File: src/design/gcr_pkg.sv
// Shared constants, codes and types for the gamma curve resampler.
package gcr_pkg;

  localparam int MAX_POINTS      = 256;
  localparam int MAX_LUT_ENTRIES = 4096;

  localparam int LEVEL_W  = 16;
  localparam int PIDX_W   = $clog2(MAX_POINTS);
  localparam int EIDX_W   = $clog2(MAX_LUT_ENTRIES);
  localparam int SIZE_W   = 13;
  localparam int COUNT_W  = 9;
  localparam int DEN_W    = EIDX_W;
  localparam int DIV_NUM_W = LEVEL_W + DEN_W;
  localparam int DIV_CNT_W = $clog2(DIV_NUM_W);
  localparam int STATUS_W = 2;
  localparam int POINT_W  = 3 * LEVEL_W;

  localparam logic [LEVEL_W-1:0] FULL_SCALE = 16'hffff;

  localparam logic REG_LUT_SIZE    = 1'b0;
  localparam logic REG_POINT_COUNT = 1'b1;

  localparam logic FUNC_WRITE = 1'b0;
  localparam logic FUNC_READ  = 1'b1;

  localparam logic [STATUS_W-1:0] ST_OK        = 2'd0;
  localparam logic [STATUS_W-1:0] ST_NO_POINTS = 2'd1;
  localparam logic [STATUS_W-1:0] ST_IDX_ERR   = 2'd2;

  typedef struct packed {
    logic             start;
    logic [DEN_W-1:0] rem;
    logic [DEN_W-1:0] den;
  } gcr_mix_ctl_t;

endpackage

File: src/design/gcr_div.sv
// Restoring divider, one quotient bit per cycle.
module gcr_div import gcr_pkg::*; (
  input  logic                 clk,
  input  logic                 rst_n,
  input  logic                 start,
  input  logic [DIV_NUM_W-1:0] num,
  input  logic [DEN_W-1:0]     den,
  output logic                 done,
  output logic [DIV_NUM_W-1:0] quo,
  output logic [DEN_W-1:0]     rem
);

  logic                 busy_r, busy_nxt;
  logic                 done_r, done_nxt;
  logic [DIV_CNT_W-1:0] cnt_r, cnt_nxt;
  logic [DIV_NUM_W-1:0] q_r, q_nxt;
  logic [DEN_W-1:0]     acc_r, acc_nxt;
  logic [DEN_W-1:0]     den_r, den_nxt;
  logic [DEN_W:0]       trial;

  assign trial = {acc_r, q_r[DIV_NUM_W-1]};

  always_comb begin
    busy_nxt = busy_r;
    done_nxt = 1'b0;
    cnt_nxt  = cnt_r;
    q_nxt    = q_r;
    acc_nxt  = acc_r;
    den_nxt  = den_r;
    if (start) begin
      busy_nxt = 1'b1;
      cnt_nxt  = '0;
      q_nxt    = num;
      acc_nxt  = '0;
      den_nxt  = den;
    end else if (busy_r) begin
      // shift in the next dividend bit, subtract where it fits
      if (trial >= {1'b0, den_r}) begin
        acc_nxt = DEN_W'(trial - {1'b0, den_r});
        q_nxt   = {q_r[DIV_NUM_W-2:0], 1'b1};
      end else begin
        acc_nxt = trial[DEN_W-1:0];
        q_nxt   = {q_r[DIV_NUM_W-2:0], 1'b0};
      end
      cnt_nxt = DIV_CNT_W'(cnt_r + 1'b1);
      if (cnt_r == DIV_CNT_W'(DIV_NUM_W - 1)) begin
        busy_nxt = 1'b0;
        done_nxt = 1'b1;
      end
    end
  end

  always_ff @(posedge clk) begin
    if (!rst_n) begin
      busy_r <= 1'b0;
      done_r <= 1'b0;
    end else begin
      busy_r <= busy_nxt;
      done_r <= done_nxt;
    end
  end

  always_ff @(posedge clk) begin
    cnt_r <= cnt_nxt;
    q_r   <= q_nxt;
    acc_r <= acc_nxt;
    den_r <= den_nxt;
  end

  assign done = done_r;
  assign quo  = q_r;
  assign rem  = acc_r;

endmodule

File: src/design/gcr_lane.sv
// One colour channel lane: weighted blend of two points, then divide by den.
module gcr_lane import gcr_pkg::*; (
  input  logic               clk,
  input  logic               rst_n,
  input  gcr_mix_ctl_t       ctl,
  input  logic [LEVEL_W-1:0] lo_val,
  input  logic [LEVEL_W-1:0] hi_val,
  output logic               done,
  output logic [LEVEL_W-1:0] level
);

  logic [DIV_NUM_W-1:0] prod_lo_r, prod_hi_r;
  logic [DEN_W-1:0]     den_r;
  logic                 go_r;
  logic [DEN_W-1:0]     wgt_lo;
  logic [DIV_NUM_W:0]   sum;
  logic [DIV_NUM_W-1:0] quo;
  logic [DEN_W-1:0]     rem_unused;

  assign wgt_lo = DEN_W'(ctl.den - ctl.rem);

  always_ff @(posedge clk) begin
    if (!rst_n) begin
      go_r <= 1'b0;
    end else begin
      go_r <= ctl.start;
    end
  end

  always_ff @(posedge clk) begin
    if (ctl.start) begin
      prod_lo_r <= DIV_NUM_W'(lo_val) * DIV_NUM_W'(wgt_lo);
      prod_hi_r <= DIV_NUM_W'(hi_val) * DIV_NUM_W'(ctl.rem);
      den_r     <= ctl.den;
    end
  end

  // the blend never exceeds full scale times den, so it fits the dividend
  assign sum = {1'b0, prod_lo_r} + {1'b0, prod_hi_r};

  gcr_div u_div (
    .clk   (clk),
    .rst_n (rst_n),
    .start (go_r),
    .num   (sum[DIV_NUM_W-1:0]),
    .den   (den_r),
    .done  (done),
    .quo   (quo),
    .rem   (rem_unused)
  );

  assign level = (quo > DIV_NUM_W'(FULL_SCALE)) ? FULL_SCALE : quo[LEVEL_W-1:0];

endmodule

File: config.mk
export PLATFORM = sky130hd
export DESIGN_NAME = gcr_lane
export DESIGN_NICKNAME = d
export VERILOG_FILES = /design/src/design/gcr_pkg.sv /design/src/design/gcr_div.sv /design/src/design/gcr_lane.sv
export SDC_FILE = /design/constraint.sdc
export NUM_CORES = 1
export LEC_CHECK = 0
export ABC_AREA = 1
export BUFFER_PORTS_ARGS = -buffer_cell sky130_fd_sc_hd__buf_4
export CORE_AREA = 3 3 260 236
export CTS_CLUSTER_SIZE = 16
export DETAILED_ROUTE_END_ITERATION = 10
export DIE_AREA = 0 0 263 239
export GPL_TIMING_DRIVEN = 0
export PLACE_DENSITY = 0.48
export SKIP_CTS_REPAIR_TIMING = 1
export SLEW_MARGIN = 20
export SYNTH_ARGS = -nofsm -noshare
export SYNTH_HDL_FRONTEND = slang
export SYNTH_SLANG_ARGS = --single-unit
File: constraint.sdc
create_clock -name clk -period 19.88 [get_ports clk]
set_clock_uncertainty 0.05 [all_clocks]
set_input_delay 4.97 -clock clk [delete_from_list [all_inputs] [get_ports clk]]
set_output_delay 4.97 -clock clk [all_outputs]
set_load 0.005 [all_outputs]
==> impl_metrics.tcl <==
set metrics [dict create \
    io_buffers 54 \
    antenna_cells 0 \
    die-width_um 263 \
    r2r_end "u_div.quo[27]$_DFFE_PP_" \
    post_synth_instance_area_um2 20550 \
    routed_wire_length_per_instance_um 16.79 \
    syn_area_per_cell_um2 7.606 \
    timing.critical_path.required_ns 20.00 \
    setup_viol 0 \
    clock_tree.root_cell "sky130_fd_sc_hd__clkbuf_16" \
    globalRouteOverflowTotal 0 \
    worstPathMaxFanout 10 \
    worst-r2r-cell-count 4 \
    grt_max_degree 70 \
    layout-area-overhead-vs-synth_pct 9.668 \
    syn_inst 2702 \
    critical_path.startpoint "ctl[16]" \
    clock_latency_ns 0.43 \
    core.rowCount 84 \
    transition_time_of_the_tightest_slew_check_pin_ns 0.9409 \
    first_global_vias 17230 \
    clkSlewWorstSetupHoldPaths_ns 0.07 \
    holdCritStartpoint "den_r[0]$_DFFE_PP_" \
    arrival_ns 12.10 \
    commonest_non_fill_non_tap_cell_in_the_layout "sky130_fd_sc_hd__nand2_1" \
    postRouteWirelength_um 59820 \
    hpwlAfterDp_um 50870 \
    cap_violations 0 \
    synthesis.nets 3227 \
    via_per_inst 4.796 \
    die_area_um2 62860 \
    number_of_antenna_violations_at_the_first_check_in_global_routing 1 \
    critical-path-max-stage-delay_ns 0.56 \
    final_antenna_net_count 0 \
    ff2ff_setup_slack_ns 17.53 \
    layout-drive-gt1-share_pct 4.591 \
    num-nets-final 3300 \
    clock_sink_count 128 \
    synth_seq_cells 128 \
    initial_utilization_pct 35.04 \
    final-instance-count-excl-fill 3562 \
    final_cell_mix "sky130_fd_sc_hd__nand2_1, sky130_fd_sc_hd__inv_1, sky130_fd_sc_hd__fa_1, sky130_fd_sc_hd__ha_1, sky130_fd_sc_hd__nor2_1" \
    synth_cell_types 45 \
    grt_pass1_wl_um 96030 \
    final_hold_violating_endpoints 0 \
    worst_hold_path_type "flip-flop to flip-flop" \
    grtUsageTotal_pct 19.34 \
    max_freq_ghz 0.08344 \
    cts_max_level 4 \
    slew_margin_rel_pct 37.27 \
    min_period_over_period_pct 60.29 \
    dp.cells 3530 \
    crit_end "prod_lo_r[15]$_DFFE_PP_" \
    cts_tree "built" \
    core_area_um2 58650 \
    route.detailed.drc 0 \
    critical_setup_path_class "input port to flip-flop" \
    critical_path.slowest_cell "sky130_fd_sc_hd__clkbuf_1" \
    cts_buffers 17 \
    period_needed_ns 11.99 \
    rsz0062_at_grt "no" \
    chip_height_um 239 \
    regToRegStartpoint "go_r$_SDFF_PN0_" \
    setup-tns-final_ns 0 \
    overall_via_count_from_detail_route 17085 \
    status "completed" \
    detail_route.first_pass.iterations 5 \
    start_kind "input port" \
    initialDrtViolationCount 1113 \
    slew_violations 0 \
    cts.path.max_buffers 2 \
    synth_sequential_area_ratio_pct 17.73 \
    critical_path.endpoint_type "flip-flop" \
    place.gp.congestion 0.8906 \
    pin_count 76 \
    yosysWarningCount 0 \
]
registers in the layout, indices dropped and copies added, names as in the netlist:
name / count
prod_hi_r: 28
prod_lo_r: 28
u_div.quo: 28
den_r: 12
u_div.den_r: 12
u_div.rem: 12
u_div.cnt_r: 5
go_r: 1
u_div.busy_r: 1
u_div.done: 1
through the flow:
step / hold slack (ns) / setup WS (ns) / utilization (%) / area [um^2]
detailed placement: 0.3545 / 7.572 / 37.38 / 21920
finish: 0.3654 / 7.895 / 38.43 / 22540
floorplan: 0.3503 / 9.175 / - / 20550
CTS: 0.3648 / 8.008 / 38.43 / 22540
global placement: 0.3524 / 7.583 / 37.38 / 21920
global route: 0.3737 / 7.481 / 38.43 / 22540
worst max-delay path: cells and delay by family:
| family | cells | cell delay, ns |
|---|---|---|
| fa+ha+maj | 7 | 3.20 |
| buf+inv | 8 | 2.14 |
| compound gates | 4 | 0.96 |
| simple gates | 7 | 0.65 |
| xor+xnor | 1 | 0.15 |
layer usage:
layer | GRT usage (%) | part of all wire (%) | vias up
li1 | - | - | 8322
met3 | 2.480 | 5.0 | 30
met4 | 2.940 | 1.1 | 2
met5 | 0 | 0.022 | -
met1 | 29.38 | 50 | 8340
met2 | 29.95 | 44 | 391
how the worst min path moves through the flow:
stage	to	slack [ns]	depth (start not counted)
5_1_grt	u_div.den_r[2]$_DFFE_PP_	0.37	0
3_5_place_dp	u_div.den_r[8]$_DFFE_PP_	0.35	0
3_3_place_gp	u_div.den_r[4]$_DFFE_PP_	0.35	0
6_report	u_div.den_r[0]$_DFFE_PP_	0.37	0
2_1_floorplan	u_div.den_r[0]$_DFFE_PP_	0.35	0
4_1_cts	u_div.den_r[2]$_DFFE_PP_	0.36	0
kinds of logic after synthesis:
group,synth area share [%]
xor gates and xnor gates,2.301
and+or+nand+nor,23.41
adders and majority gates,38.71
AOI/OAI and AO/OA,4.584
buffers and inverters,13.27
DFF,17.73
Yosys cell counts, drive strengths merged:
cell	n	area (um^2)
nand2	764	2893
inv	637	2391
fa	283	5665
ha	183	2290
nor2	181	679.4
nand3	153	770.7
edfxtp	108	3243
a21oi	84	427.9
o21ai	60	319.1
clkbuf	56	210.2
nand4	34	225.2
xor2	31	271.5
xnor2	23	201.4
buf	21	121.4
dfxtp	20	400.4
nor3	15	80.08
o21bai	9	67.56
nand3b	8	60.06
a21o	6	45.04
nor4	6	52.55
or2	6	37.53
a211oi	2	20.02
a31oi	2	12.51
and2	2	12.51
o21a	2	15.01
o22ai	2	12.51
a21boi	1	7.510
clkinv	1	3.750
o211ai	1	7.510
o31ai	1	7.510
layout make-up:
| type | instances | area (um^2) |
|---|---|---|
| Fill cell | 6275 | 36110 |
| Multi-Input combinational cell | 1859 | 14180 |
| Sequential cell | 128 | 3643 |
| Inverter | 638 | 2395 |
| Tap cell | 774 | 968.4 |
| Clock buffer | 17 | 425.4 |
| Timing Repair Buffer | 54 | 405.4 |
| Buffer | 77 | 331.6 |
| Clock inverter | 15 | 187.7 |
Power is not shown: default switching activity piles up to over one toggle a cycle in this logic, so the estimate is an artifact.
