===== src/design/gcr_pkg.sv =====
// Shared constants, codes and types for the gamma curve resampler.
package gcr_pkg;

  localparam int MAX_POINTS      = 256;
  localparam int MAX_LUT_ENTRIES = 4096;

  localparam int LEVEL_W  = 16;
  localparam int PIDX_W   = $clog2(MAX_POINTS);
  localparam int EIDX_W   = $clog2(MAX_LUT_ENTRIES);
  localparam int SIZE_W   = 13;
  localparam int COUNT_W  = 9;
  localparam int DEN_W    = EIDX_W;
  localparam int DIV_NUM_W = LEVEL_W + DEN_W;
  localparam int DIV_CNT_W = $clog2(DIV_NUM_W);
  localparam int STATUS_W = 2;
  localparam int POINT_W  = 3 * LEVEL_W;

  localparam logic [LEVEL_W-1:0] FULL_SCALE = 16'hffff;

  localparam logic REG_LUT_SIZE    = 1'b0;
  localparam logic REG_POINT_COUNT = 1'b1;

  localparam logic FUNC_WRITE = 1'b0;
  localparam logic FUNC_READ  = 1'b1;

  localparam logic [STATUS_W-1:0] ST_OK        = 2'd0;
  localparam logic [STATUS_W-1:0] ST_NO_POINTS = 2'd1;
  localparam logic [STATUS_W-1:0] ST_IDX_ERR   = 2'd2;

  typedef struct packed {
    logic             start;
    logic [DEN_W-1:0] rem;
    logic [DEN_W-1:0] den;
  } gcr_mix_ctl_t;

endpackage


===== src/design/gcr_div.sv =====
// Restoring divider, one quotient bit per cycle.
module gcr_div import gcr_pkg::*; (
  input  logic                 clk,
  input  logic                 rst_n,
  input  logic                 start,
  input  logic [DIV_NUM_W-1:0] num,
  input  logic [DEN_W-1:0]     den,
  output logic                 done,
  output logic [DIV_NUM_W-1:0] quo,
  output logic [DEN_W-1:0]     rem
);

  logic                 busy_r, busy_nxt;
  logic                 done_r, done_nxt;
  logic [DIV_CNT_W-1:0] cnt_r, cnt_nxt;
  logic [DIV_NUM_W-1:0] q_r, q_nxt;
  logic [DEN_W-1:0]     acc_r, acc_nxt;
  logic [DEN_W-1:0]     den_r, den_nxt;
  logic [DEN_W:0]       trial;

  assign trial = {acc_r, q_r[DIV_NUM_W-1]};

  always_comb begin
    busy_nxt = busy_r;
    done_nxt = 1'b0;
    cnt_nxt  = cnt_r;
    q_nxt    = q_r;
    acc_nxt  = acc_r;
    den_nxt  = den_r;
    if (start) begin
      busy_nxt = 1'b1;
      cnt_nxt  = '0;
      q_nxt    = num;
      acc_nxt  = '0;
      den_nxt  = den;
    end else if (busy_r) begin
      // shift in the next dividend bit, subtract where it fits
      if (trial >= {1'b0, den_r}) begin
        acc_nxt = DEN_W'(trial - {1'b0, den_r});
        q_nxt   = {q_r[DIV_NUM_W-2:0], 1'b1};
      end else begin
        acc_nxt = trial[DEN_W-1:0];
        q_nxt   = {q_r[DIV_NUM_W-2:0], 1'b0};
      end
      cnt_nxt = DIV_CNT_W'(cnt_r + 1'b1);
      if (cnt_r == DIV_CNT_W'(DIV_NUM_W - 1)) begin
        busy_nxt = 1'b0;
        done_nxt = 1'b1;
      end
    end
  end

  always_ff @(posedge clk) begin
    if (!rst_n) begin
      busy_r <= 1'b0;
      done_r <= 1'b0;
    end else begin
      busy_r <= busy_nxt;
      done_r <= done_nxt;
    end
  end

  always_ff @(posedge clk) begin
    cnt_r <= cnt_nxt;
    q_r   <= q_nxt;
    acc_r <= acc_nxt;
    den_r <= den_nxt;
  end

  assign done = done_r;
  assign quo  = q_r;
  assign rem  = acc_r;

endmodule


===== config.mk =====
export PLATFORM = sky130hd
export DESIGN_NAME = gcr_div
export DESIGN_NICKNAME = d
export VERILOG_FILES = /design/src/design/gcr_pkg.sv /design/src/design/gcr_div.sv
export SDC_FILE = /design/constraint.sdc
export NUM_CORES = 1
export LEC_CHECK = 0
export BUFFER_PORTS_ARGS = -buffer_cell sky130_fd_sc_hd__buf_2
export CELL_PAD_IN_SITES_DETAIL_PLACEMENT = 1
export CELL_PAD_IN_SITES_GLOBAL_PLACEMENT = 1
export CORE_UTILIZATION = 41
export DETAILED_ROUTE_END_ITERATION = 7
export GPL_TIMING_DRIVEN = 0
export PLACE_DENSITY_LB_ADDON = 0.1
export RECOVER_POWER = 25
export SLEW_MARGIN = 20
export SYNTH_ARGS = -nofsm -noshare
export SYNTH_HDL_FRONTEND = slang
export SYNTH_SLANG_ARGS = --single-unit

===== constraint.sdc =====
create_clock -name clk -period 2.4 [get_ports clk]
set_input_delay 0.72 -clock clk [delete_from_list [all_inputs] [get_ports clk]]
set_output_delay 0.72 -clock clk [all_outputs]
set_load 0.02 [all_outputs]

==> flow_summary_export.csv, run 1 <==
group,metric,value,unit
outcome,status,"finished clean",
power,netSwitchingPower,757.5,uW
cells_and_area,final_nets,403,
global_route,gr-usage-met2,34.18,%
logic_synthesis,yosys-top-cells-area,"sky130_fd_sc_hd__edfxtp_1 (39%), sky130_fd_sc_hd__dfxtp_1 (13%), sky130_fd_sc_hd__mux2_2 (10%)",
clock_tree,clock_latency,0.33,ns
global_route,overflow,0,
floorplan,io_pins,84,
logic_synthesis,synth_area,3043,um^2
sta,maxSlewViolCount,0,
power,pwr-share-comb,20.7,%
logic_synthesis,synthTopCellsByCount,"sky130_fd_sc_hd__edfxtp_1 (40), sky130_fd_sc_hd__mux2_2 (28), sky130_fd_sc_hd__dfxtp_1 (19)",
hold_path,hold-path-cell-count,2,
floorplan,core.rowCount,31,
detailed_routing,num_vias,2283,
power,cell_internal_pwr,1894,uW
worst_setup_path,path_class,"flop to flop",
clock_tree,clock_tree.buffer_depth,2,
cells_and_area,antenna_cells,0,
worst_setup_path,rr_worst_depth,8,
power,power-per-cell-area,704.0,nW/um^2
detailed_routing,dr.pass1.iters,4,
clock_tree,tritoncts.num_buffers,9,
worst_setup_path,timing.critical_path.to_type,"flop",
detailed_routing,totalWireLength,7213,um
place,io_buffers,83,
floorplan,floorplan.die.height,88.15,um
floorplan,floorplan.die_area,7770,um^2
sta,fmax,439.8,MHz
power,netSwitchingFraction,28.57,%
hold_path,startpoint_of_the_tightest_hold_check_path,"cnt_r[4]",
cells_and_area,layout-area-overhead-vs-synth,23.77,%
cells_and_area,final_cell_count_no_fill,450,
detailed_routing,detail-route-antenna-nets,0,
power,power_frac_clock,32.6,%
clock_tree,cts_tree,"done",
worst_setup_path,worst_setup_path_start_kind,"flop",
global_route,grt_max_degree,29,
detailed_routing,iteration_0_drc_markers,60,
clock_tree,cts.sink_count,59,
sta,worst_clock_skew,0.01133,ns
floorplan,die_w,88.15,um
sta,fin_tns_setup,0,ns
worst_setup_path,critical_path_peak_fanout,4,
global_route,busiest_layer,"met2",
logic_synthesis,synth_top_cell_by_area,"sky130_fd_sc_hd__edfxtp_1",
sta,period_needed,2.274,ns
logic_synthesis,synth_seq_area_share,51.97,%
global_route,antenna_found_initial,0,
clock_tree,worst_setup_hold_path_clk_slew,0.07,ns
sta,timing.final.setup_violations,0,
global_route,grt_pass1_vias,2375,
global_route,grtUsageMet1,23.65,%
power,total_leakage_power,0.001585,uW
global_route,grt_use_met3,5.561,%
sta,worst_case_hold_slack,0.5269,ns
clock_tree,cts_post_setup_buffers_inserted,0,
global_route,grt_util_all_layers,19.75,%
logic_synthesis,synth_edf_count,40,
cells_and_area,layout.filler_cells,844,
power,power.total,2651,uW
logic_synthesis,post_synth_num_cell_types,47,
flow_run,cap_violations,0,
place,globalplace.congestion,0.7653,
sta,final_hold_viol_count,0,
sta,grt_setup_unrepaired,"no",
hold_path,min_path_type,"flop to flop",
logic_synthesis,synthesis_stage_register_bit_count,59,
worst_setup_path,critical_path.startpoint,"quo[27]",
logic_synthesis,post_synth.cell_area_avg,12.12,um^2
logic_synthesis,postSynth.asyncResetShare,0,%
power,power.sequential.fraction,46.7,%
sta,timing.max_slew.rel_slack,53.82,%
logic_synthesis,synth_top_area_share,39.47,%
logic_synthesis,mappedNetlistNets,308,
place,place.detailed.instances,433,
worst_setup_path,cp_data_arrival_time,2.50,ns
global_route,first_pass_grt_wire_length,11420,um
logic_synthesis,ys.flop_type,"sky130_fd_sc_hd__edfxtp_1",
logic_synthesis,yosys.cell_count.top_type,"sky130_fd_sc_hd__edfxtp_1",
clock_tree,cts_htree_levels,3,
sta,min_period_over_period,94.74,%
floorplan,core_area,7214,um^2
cells_and_area,fin_util,52.20,%
detailed_routing,post_drt_wl_per_cell,16.03,um
detailed_routing,route.detailed.drc,0,
logic_synthesis,yosysWarningCount,0,
sta,timing_worst_slew_pin_value,0.6902,ns
cells_and_area,final_layout_size_suffix_gt1_share,39.32,%
worst_setup_path,worstReg2RegStart,"quo[27]",
power,vdd.ir_drop.worst,0.0003767,V
place,sum_of_net_half_perimeters_after_detailed_placement,5228,um
floorplan,initial_core_util,42.18,%
worst_setup_path,crit_required,2.63,ns
clock_tree,root_buffer,"sky130_fd_sc_hd__clkbuf_8",
logic_synthesis,synthesis.instances,251,
detailed_routing,vias_per_cell,5.073,
-- repair_timing --
item                                    in CTS  in global routing
resized for setup                            0                  4
endpoints found under the setup margin       0                 30
hold buffers                                 0                  0
-- cell usage in the layout, fill, tap and decap left out, types with 8 or more instances in the layout --
cell                       instances
sky130_fd_sc_hd__a21oi_1          11
sky130_fd_sc_hd__buf_2            79
sky130_fd_sc_hd__clkbuf_1         12
sky130_fd_sc_hd__ha_1             13
sky130_fd_sc_hd__inv_1            17
sky130_fd_sc_hd__mux2i_1           9
sky130_fd_sc_hd__mux2_2           28
sky130_fd_sc_hd__nand2_1          15
sky130_fd_sc_hd__edfxtp_1         40
sky130_fd_sc_hd__o21ai_0           8
sky130_fd_sc_hd__nor2_1           15
sky130_fd_sc_hd__clkbuf_8         11
sky130_fd_sc_hd__xor2_1            8
sky130_fd_sc_hd__dfxtp_1          19
-- flip-flops by register name, indices dropped and copies added (netlist names) --
register and count:
done 1, rem 12, den_r 12, cnt_r 5, busy_r 1, quo 28
-- power groups by stage --
| stage | clock network, uW | logic (uW) | registers [uW] |
|---|---|---|---|
| after floorplan | 0 | 301 | 1330 |
| after CTS | 878 | 554 | 1240 |
| after global routing | 919 | 603 | 1250 |
| after detailed placement | 0 | 549 | 1260 |
| final | 864 | 550 | 1240 |
| after global placement | 0 | 537 | 1260 |
-- final cells by class --
class / count / area (um^2) / area share, %
plain buffers: 8 / 61.31 / 1.628
clock buffers: 12 / 135.1 / 3.588
repair inverters: 1 / 7.507 / 0.1993
clock inverters: 4 / 43.79 / 1.163
repair buffers: 83 / 410.4 / 10.90
well taps: 99 / 123.9 / 3.289
multi-input cells: 166 / 1331 / 35.35
flip-flops and latches: 59 / 1582 / 41.99
inverters: 18 / 71.32 / 1.894
-- path summary, 6_finish.rpt --
kind	to	slack [ns]
setup / recovery	rem[10]	0.13
hold / removal	cnt_r[4]	0.53
setup reg to reg	rem[10]	0.13
hold reg to reg	cnt_r[4]	0.53
-- metal layers --
| layer | up-vias | part of all wire (%) |
|---|---|---|
| met3 | 11 | 5.1 |
| met4 | 0 | 1.4 |
| met5 | - | 0 |
| met2 | 59 | 50 |
| met1 | 1099 | 43 |
| li1 | 1114 | - |
-- critical path, stage by stage, from the launching register on --
cell                       delay (ns)
sky130_fd_sc_hd__edfxtp_1        0.35
sky130_fd_sc_hd__inv_1           0.06
sky130_fd_sc_hd__ha_1            0.24
sky130_fd_sc_hd__fa_1            0.41
sky130_fd_sc_hd__nand2b_1        0.18
sky130_fd_sc_hd__a21oi_1         0.20
sky130_fd_sc_hd__o311a_1         0.25
sky130_fd_sc_hd__o311ai_0        0.20
sky130_fd_sc_hd__a31o_2          0.27
-- cell families (layout without fill, tap and decap cells) --
family / count (synthesis) / in the layout / share of synthesized area (%)
DFF: 59 / 59 / 51.97
and+or+nand+nor: 54 / 54 / 8.963
AOI/OAI and AO/OA: 49 / 49 / 11.51
muxes: 38 / 38 / 13.82
buffers and inverters: 26 / 126 / 4.564
adders and majority gates: 14 / 14 / 6.003
xor gates and xnor gates: 11 / 11 / 3.166
-- per-stage QoR --
step                      instance area [um^2]  setup WS [ns]
after CTS                                 3761        0.09652
after global routing                      3766        0.01001
after floorplan                           3043         0.2627
after global placement                    3582        -0.2293
after detailed placement                  3582        -0.2545
final                                     3766         0.1263
Note: power is estimated with default switching activity, not from simulation.
==> run 2: changes to the inputs <==
--- a/config.mk
+++ b/config.mk
@@ -5,11 +5,11 @@
 export SDC_FILE = /design/constraint.sdc
 export NUM_CORES = 1
 export LEC_CHECK = 0
-export BUFFER_PORTS_ARGS = -buffer_cell sky130_fd_sc_hd__buf_2
 export CELL_PAD_IN_SITES_DETAIL_PLACEMENT = 1
 export CELL_PAD_IN_SITES_GLOBAL_PLACEMENT = 1
-export CORE_UTILIZATION = 41
+export CORE_UTILIZATION = 45
 export DETAILED_ROUTE_END_ITERATION = 7
+export DONT_BUFFER_PORTS = 1
 export GPL_TIMING_DRIVEN = 0
 export PLACE_DENSITY_LB_ADDON = 0.1
 export RECOVER_POWER = 25
==> flow_summary_export.csv, run 2 (synthesis results as in run 1) <==
group,metric,value,unit
detailed_routing,dr.pass1.iters,6,
power,total_leakage_power,0.001276,uW
floorplan,io_pins,84,
global_route,grt_util_all_layers,19.95,%
worst_setup_path,cp_data_arrival_time,2.54,ns
cells_and_area,largest_register_ffs,28,
power,vdd.ir_drop.worst,0.0004251,V
global_route,overflow,0,
worst_setup_path,cp_cell_sequence,"inv_2 > ha_2 > fa_2 > nand2b_1 > a21oi_2 > o311a_1 > o22ai_1 > xor2_1 > o221ai_1",
sta,maxSlewViolCount,0,
floorplan,die_w,84.23,um
sta,grt_setup_unrepaired,"no",
place,place_ws,-0.04643,ns
flow_run,cap_violations,0,
sta,final_hold_viol_count,0,
hold_path,startpoint_of_the_tightest_hold_check_path,"den[3]",
sta,fmax,434.6,MHz
detailed_routing,totalWireLength,6744,um
cells_and_area,fin_util,52.78,%
detailed_routing,vias_per_cell,5.725,
floorplan,floorplan.die.height,84.23,um
global_route,antenna_found_initial,0,
clock_tree,holdBufCountCts,0,
sta,timing_worst_slew_pin_value,1.029,ns
worst_setup_path,critical_path_peak_fanout,4,
detailed_routing,route.detailed.drc,4,
sta,worst_clock_skew,0.01020,ns
sta,timing.max_slew.rel_slack,31.33,%
sta,period_needed,2.301,ns
clock_tree,cts_htree_levels,3,
sta,timing.final.setup_violations,0,
floorplan,initial_core_util,47.38,%
worst_setup_path,critical_path.max_stage_delay,0.48,ns
place,sum_of_net_half_perimeters_after_detailed_placement,4907,um
floorplan,floorplan.die_area,7095,um^2
clock_tree,cts_tree,"done",
clock_tree,clock_latency,0.33,ns
hold_path,min_path_type,"input pin to flop",
outcome,violated_checks,"design-rule violations",
power,power-per-cell-area,794.9,nW/um^2
sta,postLayoutSetupSlackWorst,0.09894,ns
clock_tree,root_buffer,"sky130_fd_sc_hd__clkbuf_8",
worst_setup_path,crit_required,2.64,ns
worst_setup_path,critical_path.reg2reg.endpoint,"rem[8]",
hold_path,hold-path-cell-count,0,
cells_and_area,mostFrequentLayoutCell,"sky130_fd_sc_hd__edfxtp_1",
clock_tree,cts.sink_count,59,
clock_tree,clock_tree.buffer_depth,2,
hold_path,holdPathEnd,"den_r[3]",
sta,fin_tns_setup,0,ns
clock_tree,tritoncts.num_buffers,9,
power,power.total,2694,uW
global_route,grt_pass1_vias,2104,
place,dpl-instance-area,3139,um^2
detailed_routing,iteration_0_drc_markers,51,
detailed_routing,detail-route-antenna-nets,0,
worst_setup_path,worst_setup_path_start_kind,"flop",
detailed_routing,num_vias,1981,
worst_setup_path,regToRegSetupSlack,0.1,ns
cells_and_area,most-common-layout-cells,"sky130_fd_sc_hd__edfxtp_1 (40), sky130_fd_sc_hd__mux2_2 (28), sky130_fd_sc_hd__inv_1 (17)",
detailed_routing,post_drt_wl_per_cell,19.49,um
sta,min_period_over_period,95.88,%
outcome,status,"finished, violations left",
global_route,grt_max_degree,29,
cells_and_area,antenna_cells,0,
place,io_buffers,0,
cells_and_area,final_layout_size_suffix_gt1_share,25.28,%
cells_and_area,layout-area-overhead-vs-synth,11.39,%
worst_setup_path,timing.critical_path.to_type,"flop",
floorplan,core.rowCount,29,
cells_and_area,finish.instance_area,3390,um^2
cells_and_area,final_nets,321,
clock_tree,worst_setup_hold_path_clk_slew,0.07,ns
global_route,first_pass_grt_wire_length,10650,um
worst_setup_path,critPathSlowestCell,"sky130_fd_sc_hd__edfxtp_1",
place,globalplace.congestion,0.7730,
worst_setup_path,rr_worst_depth,9,
floorplan,core_area,6422,um^2
worst_setup_path,worstReg2RegStart,"quo[27]",
worst_setup_path,path_class,"flop to flop",
## run 2: changes by cell type in the layout (fill, tap and decap cells not counted), moves of 4 or more
cell / change
sky130_fd_sc_hd__clkbuf_1: -5
sky130_fd_sc_hd__dfxtp_1: -4
sky130_fd_sc_hd__buf_2: -79
sky130_fd_sc_hd__dfxtp_2: +4
## run 2: cell type report
cell class | instances | area, um^2
Fill cell | 670 | 3033
Sequential cell | 59 | 1587
Multi-Input combinational cell | 166 | 1353
Clock buffer | 10 | 127.6
Tap cell | 77 | 96.34
Clock inverter | 6 | 80.08
Inverter | 18 | 67.56
Buffer | 8 | 51.30
Timing Repair Buffer | 2 | 27.53
## run 2: per-stage QoR
stage | cells | hold slack [ns]
6_report | 346 | 0.4757
5_1_grt | 346 | 0.4495
3_3_place_gp | 328 | 0.4963
3_5_place_dp | 328 | 0.5053
4_1_cts | 344 | 0.4568
2_1_floorplan | 251 | 0.4794
## run 2: how the worst max path moves through the flow
stage,startpoint,end,slack [ns],cells after the start
after detailed placement,quo[27],rem[10],-0.05,8
after CTS,quo[27],rem[10],0.01,9
after global placement,quo[27],rem[10],-0.002,8
after global routing,quo[27],rem[8],0.0003,9
final,quo[27],rem[8],0.1,9
after floorplan,quo[27],rem[10],0.26,8
## run 2: power by group
group / switching [uW] / internal, uW
combinational: 210 / 182
sequential: 139 / 1190
clock: 395 / 576
## run 2: worst max-delay path: cells and delay by family, from the launching register on
family / cells / cell delay, ns
buf+inv: 1 / 0.07
simple gates: 1 / 0.18
compound gates: 4 / 0.74
xor+xnor: 1 / 0.16
flops: 1 / 0.48
fa+ha+maj: 2 / 0.57
## run 2: what timing repair did
| item | in CTS | in global routing |
|---|---|---|
| resized for setup | 5 | 9 |
| setup buffers | 0 | 2 |
| setup endpoints to repair | 4 | 7 |
| pin swaps | 1 | 4 |
| gates cloned | 0 | 0 |
## run 2: per-layer routing
| layer | vias to the layer above | track usage [%] | routed length (um) |
|---|---|---|---|
| met5 | - | 0 | 0 |
| met4 | 0 | 6.583 | 74 |
| met3 | 7 | 7.965 | 548 |
| met2 | 66 | 33.98 | 3389 |
| met1 | 952 | 22.97 | 2731 |
| li1 | 956 | - | - |
